===== src/hw/rtl/rclp_pkg.sv =====
`timescale 1ns / 1ps
// ----------------------------------------------------------------------------
// rclp_pkg
// Shared types and constants for the RC ladder plant emulator.
// ----------------------------------------------------------------------------
package rclp_pkg;

  localparam int unsigned R2_W       = 20;
  localparam int unsigned DUR_W      = 16;
  localparam int unsigned TIME_W     = 32;
  localparam int unsigned CLK_W      = 64;
  localparam int unsigned TOTAL_W    = 26;  // 65535 * 1000 fits
  localparam int unsigned TICK_W     = 7;   // tick length up to 100 us
  localparam int unsigned SUBMS_W    = 10;  // 0..999 us within a ms
  localparam int unsigned NUM_W      = 64;

  localparam logic [8:0]         RA_OHMS    = 9'd251;
  localparam logic [9:0]         TWO_RA     = 10'd502;
  localparam logic [3:0]         C2_RATIO   = 4'd10;
  localparam logic [TICK_W-1:0]  MS_TICK_US = 7'd100;
  localparam logic [TICK_W-1:0]  US_TICK_US = 7'd10;
  localparam logic [SUBMS_W-1:0] US_PER_MS  = 10'd1000;
  localparam logic [9:0]         MS_SCALE   = 10'd1000;
  localparam logic [R2_W-1:0]    R2_RESET   = 20'd1000;

  // floor(y / 5) = (y * DIV5_MUL) >> DIV5_SH, exact for y below 2^22
  localparam logic [19:0]        DIV5_MUL   = 20'd838861;
  localparam int unsigned        DIV5_SH    = 22;

  typedef enum logic [4:0] {
    ST_IDLE = 5'b00001,
    ST_MUL  = 5'b00010,
    ST_ACC  = 5'b00100,
    ST_DIV  = 5'b01000,
    ST_DONE = 5'b10000
  } state_e;

  // micro-op sequence for one tick, then the ADC conversion
  typedef enum logic [3:0] {
    OP_RA_R2   = 4'd0,
    OP_N1_V1   = 4'd1,
    OP_2D_R2   = 4'd2,
    OP_N1_VIN  = 4'd3,
    OP_2RA_D   = 4'd4,
    OP_N1_V2   = 4'd5,
    OP_C2_R2   = 4'd6,
    OP_N2_V2   = 4'd7,
    OP_N2_V1   = 4'd8,
    OP_ADC     = 4'd9,
    OP_ADC_DIV = 4'd10
  } step_e;

endpackage


===== src/hw/rtl/rclp_if.sv =====
`timescale 1ns / 1ps
// ----------------------------------------------------------------------------
// rclp_if
// Valid/ready channels for drive items and ADC/clock results.
// ----------------------------------------------------------------------------
interface rclp_in_if;
  logic        valid;
  logic        ready;
  logic        func;
  logic        drive_high;
  logic [15:0] duration;

  modport source (output valid, func, drive_high, duration, input ready);
  modport sink   (input valid, func, drive_high, duration, output ready);
endinterface

interface rclp_out_if #(
  parameter int unsigned ADC_BITS = 10
);
  logic                valid;
  logic                ready;
  logic [ADC_BITS-1:0] adc_code;
  logic [31:0]         time_us;
  logic [31:0]         time_ms;

  modport source (output valid, adc_code, time_us, time_ms, input ready);
  modport sink   (input valid, adc_code, time_us, time_ms, output ready);
endinterface


===== src/hw/rtl/rc_ladder_plant_emulator.sv =====
`timescale 1ns / 1ps
// ----------------------------------------------------------------------------
// rc_ladder_plant_emulator
// Two-node RC ladder driven by a 0/5 V pin, stepped by semi-implicit Euler.
// ----------------------------------------------------------------------------
// Each item runs T Euler ticks on the shared multiplier and the one-bit-a-cycle
//   divider, then one ADC conversion; T = duration * 10 for ms items,
//   ceil(duration / 10) for us items. Voltages are VW = VOLT_FRAC_BITS + 4 bits.
//   A new item is taken only in idle, once the last result is registered;
//   output stalls delay that. Reset: voltages, clock and ms counter go to zero, r2 to 1000 ohms.
// A config write clears the same voltages and counters and loads r2 from cfg_wdata_i.
module rc_ladder_plant_emulator
  import rclp_pkg::*;
#(
  parameter int unsigned ADC_BITS       = 10,
  parameter int unsigned VOLT_FRAC_BITS = 24
) (
  input  logic            clk_i,
  input  logic            rst_ni,
  input  logic            cfg_we_i,
  input  logic [R2_W-1:0] cfg_wdata_i,
  rclp_in_if.sink         in_ch_i,
  rclp_out_if.source      out_ch_o
);

  localparam int unsigned VW = VOLT_FRAC_BITS + 4;
  localparam int unsigned MW = (VW > 32) ? VW : 32;
  localparam int unsigned DW = MW;
  localparam int unsigned CW = $clog2(VW);
  localparam logic [VW-1:0] FIVE_V   = VW'(5) << VOLT_FRAC_BITS;
  localparam logic [VW-1:0] ADC_FULL = VW'((1 << ADC_BITS) - 1);

  state_e              state_q, state_d;
  step_e               step_q, step_d;
  logic [CW-1:0]       cnt_q;
  logic [R2_W-1:0]     r2_q;
  logic [VW-1:0]       v1_q, v2_q;
  logic [CLK_W-1:0]    clk_q;
  logic [TIME_W-1:0]   ms_q;
  logic [SUBMS_W-1:0]  subms_q;
  logic                func_q, drive_q;
  logic [TOTAL_W-1:0]  left_q;
  logic [TICK_W-1:0]   d_q;
  logic [NUM_W-1:0]    prod_q, acc_q;
  logic [DW-1:0]       t_q, u_q, w_q, den_q, rem_q;
  logic [VW-1:0]       quo_q;
  logic                out_valid_q;
  logic [ADC_BITS-1:0] adc_q;
  logic [TIME_W-1:0]   tus_q, tms_q;

  logic [MW-1:0]       opa, opb;
  logic [2*MW-1:0]     mul_full;
  logic [TOTAL_W-1:0]  total;
  logic [CLK_W:0]      clk_sum;
  logic                start_tick;
  logic [DW-1:0]       den_new;
  logic [NUM_W-1:0]    num_new;
  logic                div_load;
  logic [DW:0]         trial;
  logic                qbit;
  logic [TOTAL_W-1:0]  left_next;
  logic [SUBMS_W:0]    subms_sum;
  logic [VW-1:0]       vin;
  logic [NUM_W-1:0]    adc_raw;

  function automatic logic [TICK_W-1:0] tick_len(input logic f, input logic [TOTAL_W-1:0] l);
    logic [TICK_W-1:0] r;
    if (!f) begin
      r = MS_TICK_US;
    end else if (l < TOTAL_W'(US_TICK_US)) begin
      r = TICK_W'(l);
    end else begin
      r = US_TICK_US;
    end
    return r;
  endfunction

  assign vin   = drive_q ? FIVE_V : '0;
  assign total = in_ch_i.func ? TOTAL_W'(in_ch_i.duration)
                              : TOTAL_W'(in_ch_i.duration) * TOTAL_W'(MS_SCALE);
  assign clk_sum    = {1'b0, clk_q} + (CLK_W + 1)'(total);
  assign start_tick = (total != '0) && !clk_sum[CLK_W];

  always_comb begin
    opa = '0;
    opb = '0;
    unique case (step_q)
      OP_RA_R2:   begin opa = MW'(r2_q);  opb = MW'(RA_OHMS);          end
      OP_N1_V1:   begin opa = MW'(t_q);   opb = MW'(v1_q);             end
      OP_2D_R2:   begin opa = MW'(r2_q);  opb = MW'({d_q, 1'b0});      end
      OP_N1_VIN:  begin opa = MW'(u_q);   opb = MW'(vin);              end
      OP_2RA_D:   begin opa = MW'(d_q);   opb = MW'(TWO_RA);           end
      OP_N1_V2:   begin opa = MW'(w_q);   opb = MW'(v2_q);             end
      OP_C2_R2:   begin opa = MW'(r2_q);  opb = MW'(C2_RATIO);         end
      OP_N2_V2:   begin opa = MW'(t_q);   opb = MW'(v2_q);             end
      OP_N2_V1:   begin opa = MW'(d_q);   opb = MW'(v1_q);             end
      OP_ADC:     begin opa = MW'(v2_q);  opb = MW'(ADC_FULL);         end
      // divide by 5 V: drop the fraction bits, then reciprocal of 5
      OP_ADC_DIV: begin opa = MW'(acc_q >> VOLT_FRAC_BITS); opb = MW'(DIV5_MUL); end
      default:    begin opa = '0;         opb = '0;                    end
    endcase
  end

  assign mul_full = opa * opb;
  assign adc_raw  = prod_q >> DIV5_SH;

  // denominator and rounded numerator for the two node updates
  always_comb begin
    den_new  = '0;
    div_load = 1'b0;
    unique case (step_q)
      OP_N1_V2: begin
        den_new  = t_q + u_q + w_q;
        div_load = 1'b1;
      end
      OP_N2_V1: begin
        den_new  = t_q + DW'(d_q);
        div_load = 1'b1;
      end
      default: begin
        den_new  = '0;
        div_load = 1'b0;
      end
    endcase
    num_new = div_load ? (acc_q + prod_q + NUM_W'(den_new >> 1)) : prod_q;
  end

  assign trial     = {rem_q, quo_q[VW-1]};
  assign qbit      = trial >= {1'b0, den_q};
  assign left_next = left_q - TOTAL_W'(d_q);
  assign subms_sum = {1'b0, subms_q} + (SUBMS_W + 1)'(d_q);

  always_comb begin
    state_d = state_q;
    step_d  = step_q;
    unique case (state_q)
      ST_IDLE: begin
        if (in_ch_i.valid) begin
          state_d = ST_MUL;
          step_d  = start_tick ? OP_RA_R2 : OP_ADC;
        end
      end
      ST_MUL:  state_d = ST_ACC;
      ST_ACC: begin
        if (div_load) begin
          state_d = ST_DIV;
        end else if (step_q == OP_ADC_DIV) begin
          state_d = ST_DONE;
        end else begin
          state_d = ST_MUL;
          step_d  = step_e'(step_q + 4'd1);
        end
      end
      ST_DIV: begin
        if (cnt_q == CW'(VW - 1)) begin
          state_d = ST_MUL;
          if (step_q == OP_N1_V2) begin
            step_d = OP_C2_R2;
          end else begin
            step_d = (left_next != '0) ? OP_RA_R2 : OP_ADC;
          end
        end
      end
      ST_DONE: begin
        if (!out_valid_q || out_ch_o.ready) begin
          state_d = ST_IDLE;
        end
      end
      default: state_d = ST_IDLE;
    endcase
  end

  always_ff @(posedge clk_i or negedge rst_ni) begin
    if (!rst_ni) begin
      state_q     <= ST_IDLE;
      step_q      <= OP_RA_R2;
      cnt_q       <= '0;
      r2_q        <= R2_RESET;
      v1_q        <= '0;
      v2_q        <= '0;
      clk_q       <= '0;
      ms_q        <= '0;
      subms_q     <= '0;
      out_valid_q <= 1'b0;
    end else begin
      state_q <= state_d;
      step_q  <= step_d;
      if ((state_q == ST_DONE) && (!out_valid_q || out_ch_o.ready)) begin
        out_valid_q <= 1'b1;
      end else if (out_ch_o.ready) begin
        out_valid_q <= 1'b0;
      end
      if (cfg_we_i) begin
        r2_q    <= cfg_wdata_i;
        v1_q    <= '0;
        v2_q    <= '0;
        clk_q   <= '0;
        ms_q    <= '0;
        subms_q <= '0;
      end else begin
        unique case (state_q)
          ST_ACC: cnt_q <= '0;
          ST_DIV: begin
            cnt_q <= cnt_q + CW'(1);
            if (cnt_q == CW'(VW - 1)) begin
              if (step_q == OP_N1_V2) begin
                v1_q <= {quo_q[VW-2:0], qbit};
              end else if (step_q == OP_N2_V1) begin
                v2_q  <= {quo_q[VW-2:0], qbit};
                clk_q <= clk_q + CLK_W'(d_q);
                if (subms_sum >= (SUBMS_W + 1)'(US_PER_MS)) begin
                  subms_q <= SUBMS_W'(subms_sum - (SUBMS_W + 1)'(US_PER_MS));
                  ms_q    <= ms_q + TIME_W'(1);
                end else begin
                  subms_q <= SUBMS_W'(subms_sum);
                end
              end
            end
          end
          default: ;
        endcase
      end
    end
  end

  // datapath registers
  always_ff @(posedge clk_i) begin
    unique case (state_q)
      ST_IDLE: begin
        if (in_ch_i.valid) begin
          func_q  <= in_ch_i.func;
          drive_q <= in_ch_i.drive_high;
          left_q  <= total;
          d_q     <= tick_len(in_ch_i.func, total);
        end
      end
      ST_MUL: prod_q <= NUM_W'(mul_full);
      ST_ACC: begin
        unique case (step_q)
          OP_RA_R2, OP_C2_R2:  t_q   <= DW'(prod_q);
          OP_2D_R2:            u_q   <= DW'(prod_q);
          OP_2RA_D:            w_q   <= DW'(prod_q);
          OP_N1_V1, OP_N2_V2:  acc_q <= prod_q;
          OP_N1_VIN:           acc_q <= acc_q + prod_q;
          default:             acc_q <= num_new;
        endcase
        if (div_load) begin
          den_q <= den_new;
          rem_q <= DW'(num_new >> VW);
          quo_q <= num_new[VW-1:0];
        end
      end
      ST_DIV: begin
        rem_q <= qbit ? DW'(trial - {1'b0, den_q}) : DW'(trial);
        quo_q <= {quo_q[VW-2:0], qbit};
        if ((cnt_q == CW'(VW - 1)) && (step_q == OP_N2_V1)) begin
          left_q <= left_next;
          d_q    <= tick_len(func_q, left_next);
        end
      end
      ST_DONE: begin
        if (!out_valid_q || out_ch_o.ready) begin
          adc_q <= (adc_raw > NUM_W'(ADC_FULL)) ? ADC_BITS'(ADC_FULL)
                                                : ADC_BITS'(adc_raw);
          tus_q <= clk_q[TIME_W-1:0];
          tms_q <= ms_q;
        end
      end
      default: ;
    endcase
  end

  assign in_ch_i.ready    = (state_q == ST_IDLE);
  assign out_ch_o.valid    = out_valid_q;
  assign out_ch_o.adc_code = adc_q;
  assign out_ch_o.time_us  = tus_q;
  assign out_ch_o.time_ms  = tms_q;

`ifndef SYNTH
  a_ready_idle: assert property (@(posedge clk_i) disable iff (!rst_ni)
    in_ch_i.ready |-> (state_q == ST_IDLE))
    else $error("input ready outside idle");

  a_v2_range: assert property (@(posedge clk_i) disable iff (!rst_ni)
    v2_q <= FIVE_V)
    else $error("node 2 above drive level");

  a_subms_range: assert property (@(posedge clk_i) disable iff (!rst_ni)
    subms_q < US_PER_MS)
    else $error("sub-millisecond count out of range");
`endif

endmodule

===== src/flat_wrapper.sv =====
// flat-port wrapper written by rule: the top's interface ports become plain ports
module rc_ladder_plant_emulator_flat import rclp_pkg::*;
#(
  parameter int unsigned ADC_BITS       = 10,
  parameter int unsigned VOLT_FRAC_BITS = 24
)
  (clk_i, rst_ni, cfg_we_i, cfg_wdata_i, in_ch_i_valid, in_ch_i_func, in_ch_i_drive_high, in_ch_i_duration, in_ch_i_ready, out_ch_o_valid, out_ch_o_adc_code, out_ch_o_time_us, out_ch_o_time_ms, out_ch_o_ready);
  rclp_in_if in_ch_i_i ();
  rclp_out_if #(.ADC_BITS(ADC_BITS)) out_ch_o_i ();
  input  logic clk_i;
  input  logic rst_ni;
  input  logic cfg_we_i;
  input  logic [R2_W-1:0] cfg_wdata_i;
  input wire logic [$bits(in_ch_i_i.valid)-1:0] in_ch_i_valid;
  input wire logic [$bits(in_ch_i_i.func)-1:0] in_ch_i_func;
  input wire logic [$bits(in_ch_i_i.drive_high)-1:0] in_ch_i_drive_high;
  input wire logic [$bits(in_ch_i_i.duration)-1:0] in_ch_i_duration;
  output wire logic [$bits(in_ch_i_i.ready)-1:0] in_ch_i_ready;
  output wire logic [$bits(out_ch_o_i.valid)-1:0] out_ch_o_valid;
  output wire logic [$bits(out_ch_o_i.adc_code)-1:0] out_ch_o_adc_code;
  output wire logic [$bits(out_ch_o_i.time_us)-1:0] out_ch_o_time_us;
  output wire logic [$bits(out_ch_o_i.time_ms)-1:0] out_ch_o_time_ms;
  input wire logic [$bits(out_ch_o_i.ready)-1:0] out_ch_o_ready;
  assign in_ch_i_i.valid = in_ch_i_valid;
  assign in_ch_i_i.func = in_ch_i_func;
  assign in_ch_i_i.drive_high = in_ch_i_drive_high;
  assign in_ch_i_i.duration = in_ch_i_duration;
  assign in_ch_i_ready = in_ch_i_i.ready;
  assign out_ch_o_valid = out_ch_o_i.valid;
  assign out_ch_o_adc_code = out_ch_o_i.adc_code;
  assign out_ch_o_time_us = out_ch_o_i.time_us;
  assign out_ch_o_time_ms = out_ch_o_i.time_ms;
  assign out_ch_o_i.ready = out_ch_o_ready;
  rc_ladder_plant_emulator #(.ADC_BITS(ADC_BITS), .VOLT_FRAC_BITS(VOLT_FRAC_BITS)) u_core (.clk_i(clk_i), .rst_ni(rst_ni), .cfg_we_i(cfg_we_i), .cfg_wdata_i(cfg_wdata_i), .in_ch_i(in_ch_i_i), .out_ch_o(out_ch_o_i));
endmodule

===== config.mk =====
export PLATFORM = sky130hd
export DESIGN_NAME = rc_ladder_plant_emulator_flat
export DESIGN_NICKNAME = d
export VERILOG_FILES = /design/src/hw/rtl/rclp_pkg.sv /design/src/hw/rtl/rclp_if.sv /design/src/hw/rtl/rc_ladder_plant_emulator.sv /design/src/flat_wrapper.sv
export SDC_FILE = /design/constraint.sdc
export NUM_CORES = 2
export LEC_CHECK = 0
export CORE_ASPECT_RATIO = 1.4
export CORE_MARGIN = 2
export CORE_UTILIZATION = 49
export CTS_CLUSTER_DIAMETER = 80
export DETAILED_ROUTE_END_ITERATION = 7
export DONT_BUFFER_PORTS = 1
export GPL_ROUTABILITY_DRIVEN = 0
export GPL_TIMING_DRIVEN = 1
export PLACE_DENSITY = 0.69
export SETUP_SLACK_MARGIN = 0.05
export SYNTH_ARGS = -nofsm -noshare
export SYNTH_HDL_FRONTEND = slang
export SYNTH_SLANG_ARGS = --single-unit

===== constraint.sdc =====
create_clock -name clk_i -period 13.75 [get_ports clk_i]
set_input_delay 2.0625 -clock clk_i [delete_from_list [all_inputs] [get_ports clk_i]]
set_output_delay 2.0625 -clock clk_i [all_outputs]
set_load 0.02 [all_outputs]

Word level (Yosys, flattened, before mapping)
Index checks and enable logic that the tools add are counted.
{ "word_totals": {"reg_bits": 622, "latchBits": 0, "mem_bits_rw": 0, "rom_bits": 0, "in_bits": 43, "output_inout_bits": 76, "wordCells": 179, "mem_count": 0} }
{ "op_classes": {"n_addsub": 14, "mul": 2, "div_mod_pow": 0, "order_cmp": 5, "n_eq_ne": 24, "n_shift": 0, "muxes": 66, "bitwise": 2, "reduce_logical": 41} }
{ "op_table": {"columns": ["operator", "n"], "rows": [
  ["two-way mux 64 bit", 6],
  ["two-way mux 28 bit", 10],
  ["two-way mux 32 bit", 8],
  ["case mux 28 bit (9 select lines)", 1],
  ["case mux 32 bit (7 select lines)", 1],
  ["case mux 64 bit (3 select lines)", 1],
  ["case mux 32 bit (2 select lines)", 2],
  ["two-way mux 26 bit", 3],
  ["adder 64 x 26 -> 65 bit", 1],
  ["adder 32 bit", 2],
  ["adder 64 x 31 -> 64 bit", 1],
  ["adder 64 bit", 1],
  ["adder 64 x 7 -> 64 bit", 1],
  ["multiplier 32 x 28 -> 60 bit", 1],
  ["two-way mux 10 bit", 6],
  ["case mux 28 bit (2 select lines)", 1],
  ["less-than comparator 26 x 4 -> 1 bit (second input constant)", 2],
  ["case mux 26 bit (2 select lines)", 1],
  ["nonzero test 26 bit", 2],
  ["greater-than comparator 42 x 10 -> 1 bit (second input constant)", 1],
  ["two-way mux 7 bit", 6],
  ["greater-or-equal comparator 33 x 32 -> 1 bit", 1],
  ["adder 32 x 1 -> 32 bit (second input constant)", 1],
  ["adder 32 x 7 -> 32 bit", 1],
  ["other kinds (41)", 93]
]} }

Logic depth before layout (Yosys ltp)
{ "logic_depth": {"word_depth": 8, "depth_mapped": 40, "depth_no_buf": 36} }

Worst setup path before layout
No wires, ideal clock.
{ "synth_path": {"path_type": "reg2reg", "startpoint": "register u_core.step_q[1]", "endpoint": "register u_core.prod_q[59] (data pin)", "setup_time_ps": 260, "t_arrival_ps": 9557, "required_time_ps": 13490, "path_slack_ps": 3933, "stages_incl_launch_ff": 37, "path_buffers": 4, "synth_period_minus_slack_ps": 9817, "path_cell_list": "dfrtp_1 > inv_1 > ha_1 > clkbuf_1 > and2_1 > clkbuf_1 > clkbuf_1 > a22oi_1 > nand2_1 > a221oi_1 > clkbuf_1 > nor2_1 > fa_1 > fa_1 > inv_1 > fa_1 > fa_1 > fa_1 > inv_1 > fa_1 > inv_1 > fa_1 > inv_1 > ha_1 > a2111oi_0 > o21ai_0 > o211ai_1 > a21oi_1 > a2111oi_0 > nor2_1 > a211oi_1 > a2111oi_0 > o41ai_1 > inv_1 > a221o_1 > a21oi_1 > xnor2_1"} }
{ "synth_between": {"elab_chain_len": 4, "elab_cells_between_ends": 19, "cone_classes": "mul (1); eq/ne (10); mux (2); reduce/logical (6)"} }
{ "synth_lines": {"columns": ["item", "line", "source"], "rows": [
  ["start: declaration", "rc_ladder_plant_emulator.sv:34", "step_e step_q, step_d;"],
  ["start signal: assignment", "rc_ladder_plant_emulator.sv:187", "step_q <= step_d;"],
  ["equality test 4 x 3 -> 1 bit (tied with other cells)", "rc_ladder_plant_emulator.sv:87", "unique case (step_q)"],
  ["OR reduction 3 bit (no source line) / OR reduction 2 bit (equally long branches)", null, null],
  ["case mux 32 bit (7 select lines) / case mux 28 bit (9 select lines) (equally long branches)", "rc_ladder_plant_emulator.sv:87", null],
  ["multiplier 32 x 28 -> 60 bit (*)", "rc_ladder_plant_emulator.sv:104", "assign mul_full = opa * opb;"],
  ["via u_core.mul_full[59]", "rc_ladder_plant_emulator.sv:52", "logic [2*MW-1:0] mul_full;"],
  ["end signal: assignment", "rc_ladder_plant_emulator.sv:237", "ST_MUL: prod_q <= NUM_W'(mul_full);"],
  ["end: declaration", "rc_ladder_plant_emulator.sv:44", "logic [NUM_W-1:0] prod_q, acc_q;"]
]} }
Mark *: on every way through the listed nets, which the timed path passes. The rest lies on a longest branch.
A chain may end at the register's enable or synchronous reset.

Final worst setup path
{ "layout_path": {"startpoint": "register u_core.step_q[2]", "endpoint": "register u_core.prod_q[59] (data pin)"} }
The elaborated chain is that of the path after synthesis.

==> flow_metrics.env <==
export IMPL_status="completed"
export IMPL_initial_utilization_pct=49.2
export IMPL_synth_edf_count=417
export IMPL_slew_headroom_pct=21.1
export IMPL_async_flop_share_pct=32.1
export IMPL_synth_fp_nets=8912
export IMPL_wl_met1_um=80400
export IMPL_holdBufCountCts=0
export IMPL_dp_cells=9113
export IMPL_avgViaCountPerCell=6.18
export IMPL_grt_usage_pct=32.4
export IMPL_critPathSlowestCell="a211oi_2"
export IMPL_criticalPathCategory="flip-flop to flip-flop"
export IMPL_ff2ff_path_depth=34
export IMPL_cts_buffers=68
export IMPL_setup_viol=0
export IMPL_min_period_over_period_pct=82.0
export IMPL_drtIter0Drc=5951
export IMPL_grt_pass1_wl_um=353000
export IMPL_crit_arrival_ns=11.71
export IMPL_dieHeight_um=449
export IMPL_hold_viol=0
export IMPL_drc=0
export IMPL_path_depth=34
export IMPL_portBuffers=0
export IMPL_ios=119
export IMPL_hold_depth=0
export IMPL_fin_cells=9246
export IMPL_postCtsResizedCells=0
export IMPL_wl_met2_um=109000
export IMPL_layout_min_cycle_time_ns=11.27
export IMPL_worstSetupStartpointType="flip-flop"
export IMPL_syn_area_per_cell_um2=9.21
export IMPL_route_met3_wl_um=22700
export IMPL_die_area_um2=144000
export IMPL_hold_class="flip-flop to flip-flop"
export IMPL_grt_pass1_vias=59485
export IMPL_maxSlewViolCount=0
export IMPL_clock_path_buffers=3
export IMPL_antenna_violating_nets_post_route=0
export IMPL_synth_seq_cells=614
export IMPL_fillers=12654
export IMPL_vias=57126
export IMPL_drive_gt1_share_pct=5.02
export IMPL_grt_max_degree=198
export IMPL_fin_tns_setup_ns=0
export IMPL_first_pass_iters=7
export IMPL_clk_pin_slew_ns=0.06
export IMPL_ys_types=100
export IMPL_antenna_found_initial=8
export IMPL_maxUsedRoutingLayer="met5"
export IMPL_cp_end_kind="flip-flop"
export IMPL_wl_per_cell_um=25.2
export IMPL_ys_flop_type="edfxtp_1"
export IMPL_numClockSinks=614
export IMPL_critical_path_buf_inv_count=8
export IMPL_rsz0062_at_grt="false"
export IMPL_cts_root_buf="clkbuf_16"
export IMPL_syn_area_um2=69300
export IMPL_cp_slowest_stage_delay_ns=0.77
export IMPL_cts_max_level=3
export IMPL_fp_coreArea_um2=141000
export IMPL_ys_seq_area_share_pct=25.2
export IMPL_wl_um=233000
export IMPL_synth_top_area_share_pct=25.2
export IMPL_cts_tree="yes"
export IMPL_required_ns=14.19
export IMPL_dp_hpwl_um=180000
export IMPL_overflow=0
export IMPL_netlist_instances=7520
export IMPL_cts_setup_buffers=0
export IMPL_num_nets_final=8760
export IMPL_synth_area_top_cells="fa_1 (25%), edfxtp_1 (18%), ha_1 (8.6%)"
export IMPL_critPathMostFrequentCell="fa_1"
export IMPL_area_growth_pct=6.77
export IMPL_worst_pin_slew_ns=1.18
export IMPL_max_freq_mhz=88.7
export IMPL_max_cap_violations=0
export IMPL_yosysWarnings=0
export IMPL_die_w_um=322
export IMPL_yosysTopAreaCell="fa_1"
export IMPL_rows=163
export IMPL_final_setup_skew_ns=0.0420
export IMPL_cp_max_fo=32
export IMPL_clk_latency_ns=0.70
export IMPL_critPathTopFamily="compound AO/OA/AOI/OAI gates"
routing by layer:
layer / global-route usage (%) / up-vias
met5: 0 / -
met4: 23.6 / 6
met3: 7.02 / 995
met2: 53.1 / 3257
met1: 37.5 / 28263
li1: - / 24605
final timing paths:
check	start	endpoint	slack, ns
worst min register to register	u_core.ms_q[21]	u_core.out_ch_o.time_ms[21]	0.45
min in group asynchronous	rst_ni	u_core.clk_q[9]	1.10
worst max register to register	u_core.step_q[2]	u_core.prod_q[59]	2.48
worst max-delay path	u_core.step_q[2]	u_core.prod_q[59]	2.48
worst min-delay path	u_core.ms_q[21]	u_core.out_ch_o.time_ms[21]	0.45
max in group asynchronous	rst_ni	u_core.r2_q[10]	11.93
flip-flops by register name, summed over array words and instances, names as in the netlist, 4 cells and up:
register / count
u_core.acc_q: 60
u_core.clk_q: 64
u_core.cnt_q: 5
u_core.d_q: 7
u_core.den_q: 32
u_core.left_q: 26
u_core.ms_q: 32
u_core.out_ch_o.adc_code: 10
u_core.out_ch_o.time_ms: 32
u_core.out_ch_o.time_us: 32
u_core.prod_q: 60
u_core.quo_q: 28
u_core.r2_q: 20
u_core.rem_q: 32
u_core.state_q: 5
u_core.step_q: 4
u_core.subms_q: 10
u_core.t_q: 32
u_core.u_q: 32
u_core.v1_q: 28
u_core.v2_q: 28
u_core.w_q: 32
cell usage in the layout, fill, tap and decap left out, types with 36 or more instances in the layout:
| cell type | instances |
|---|---|
| inv_1 | 1094 |
| nand2_1 | 961 |
| fa_1 | 871 |
| nor2_1 | 800 |
| ha_1 | 478 |
| edfxtp_1 | 417 |
| a21oi_1 | 395 |
| o21ai_0 | 217 |
| xor2_1 | 193 |
| dfrtp_1 | 190 |
| xnor2_1 | 173 |
| a21o_1 | 142 |
| buf_4 | 120 |
| a22oi_1 | 112 |
| nand3_1 | 106 |
| nor3_1 | 73 |
| nand4_1 | 68 |
| clkbuf_16 | 68 |
| and3_1 | 52 |
| or3_1 | 42 |
| nand2b_1 | 41 |
| o21bai_1 | 36 |
| a221o_1 | 36 |
layout make-up:
class,instances,area (µm²),share of cell area (%)
multi-input cells,5469,46700,63.2
flip-flops and latches,614,17500,23.6
inverters,1095,4110,5.56
well taps,1815,2270,3.07
clock buffers,78,1770,2.39
repair buffers,120,901,1.22
clock inverters,48,709,0.959
diodes,7,17.5,0.0237
Yosys cell counts (all sizes together), types with 36 or more instances:
master	n
nand2	962
a221oi	42
inv	1095
nand2b	41
xnor2	173
and3	52
o21a	36
fa	871
a22oi	113
o21ai	229
xor2	193
dfrtp	190
nand4	68
nor2b	37
nor3	81
buf	62
a221o	36
o21bai	36
edfxtp	417
a21oi	399
a211oi	42
a21o	142
or3	44
ha	478
nand3	107
clkbuf	280
nor2	806
logic make-up (layout without fill, tap and decap cells):
kind of cell | Yosys count | count (layout) | share of synthesized area, %
and+or+nand+nor | 2341 | 2341 | 14.7
buffers and inverters | 1437 | 1341 | 7.84
AOI/OAI and AO/OA | 1363 | 1363 | 13.0
adders and majority gates | 1349 | 1349 | 33.8
DFF | 614 | 614 | 25.2
xor gates and xnor gates | 366 | 366 | 4.63
muxes | 49 | 49 | 0.773
other | 1 | 8 | 0.00541
per-stage QoR:
| step | hold WS (ns) | cell area [µm²] | setup slack [ns] | utilization [%] |
|---|---|---|---|---|
| after global placement | 0.432 | 71500 | 2.84 | 50.8 |
| after detailed placement | 0.438 | 71500 | 2.71 | 50.8 |
| after floorplan | 0.425 | 69300 | 3.93 | - |
| final | 0.451 | 74000 | 2.48 | 52.6 |
| after global routing | 0.482 | 74000 | 2.08 | 52.6 |
| after CTS | 0.453 | 74000 | 2.69 | 52.6 |
Power is left out: the tool's default activity adds up to more than one toggle a clock period on the data nets, which glitch-free logic cannot reach.
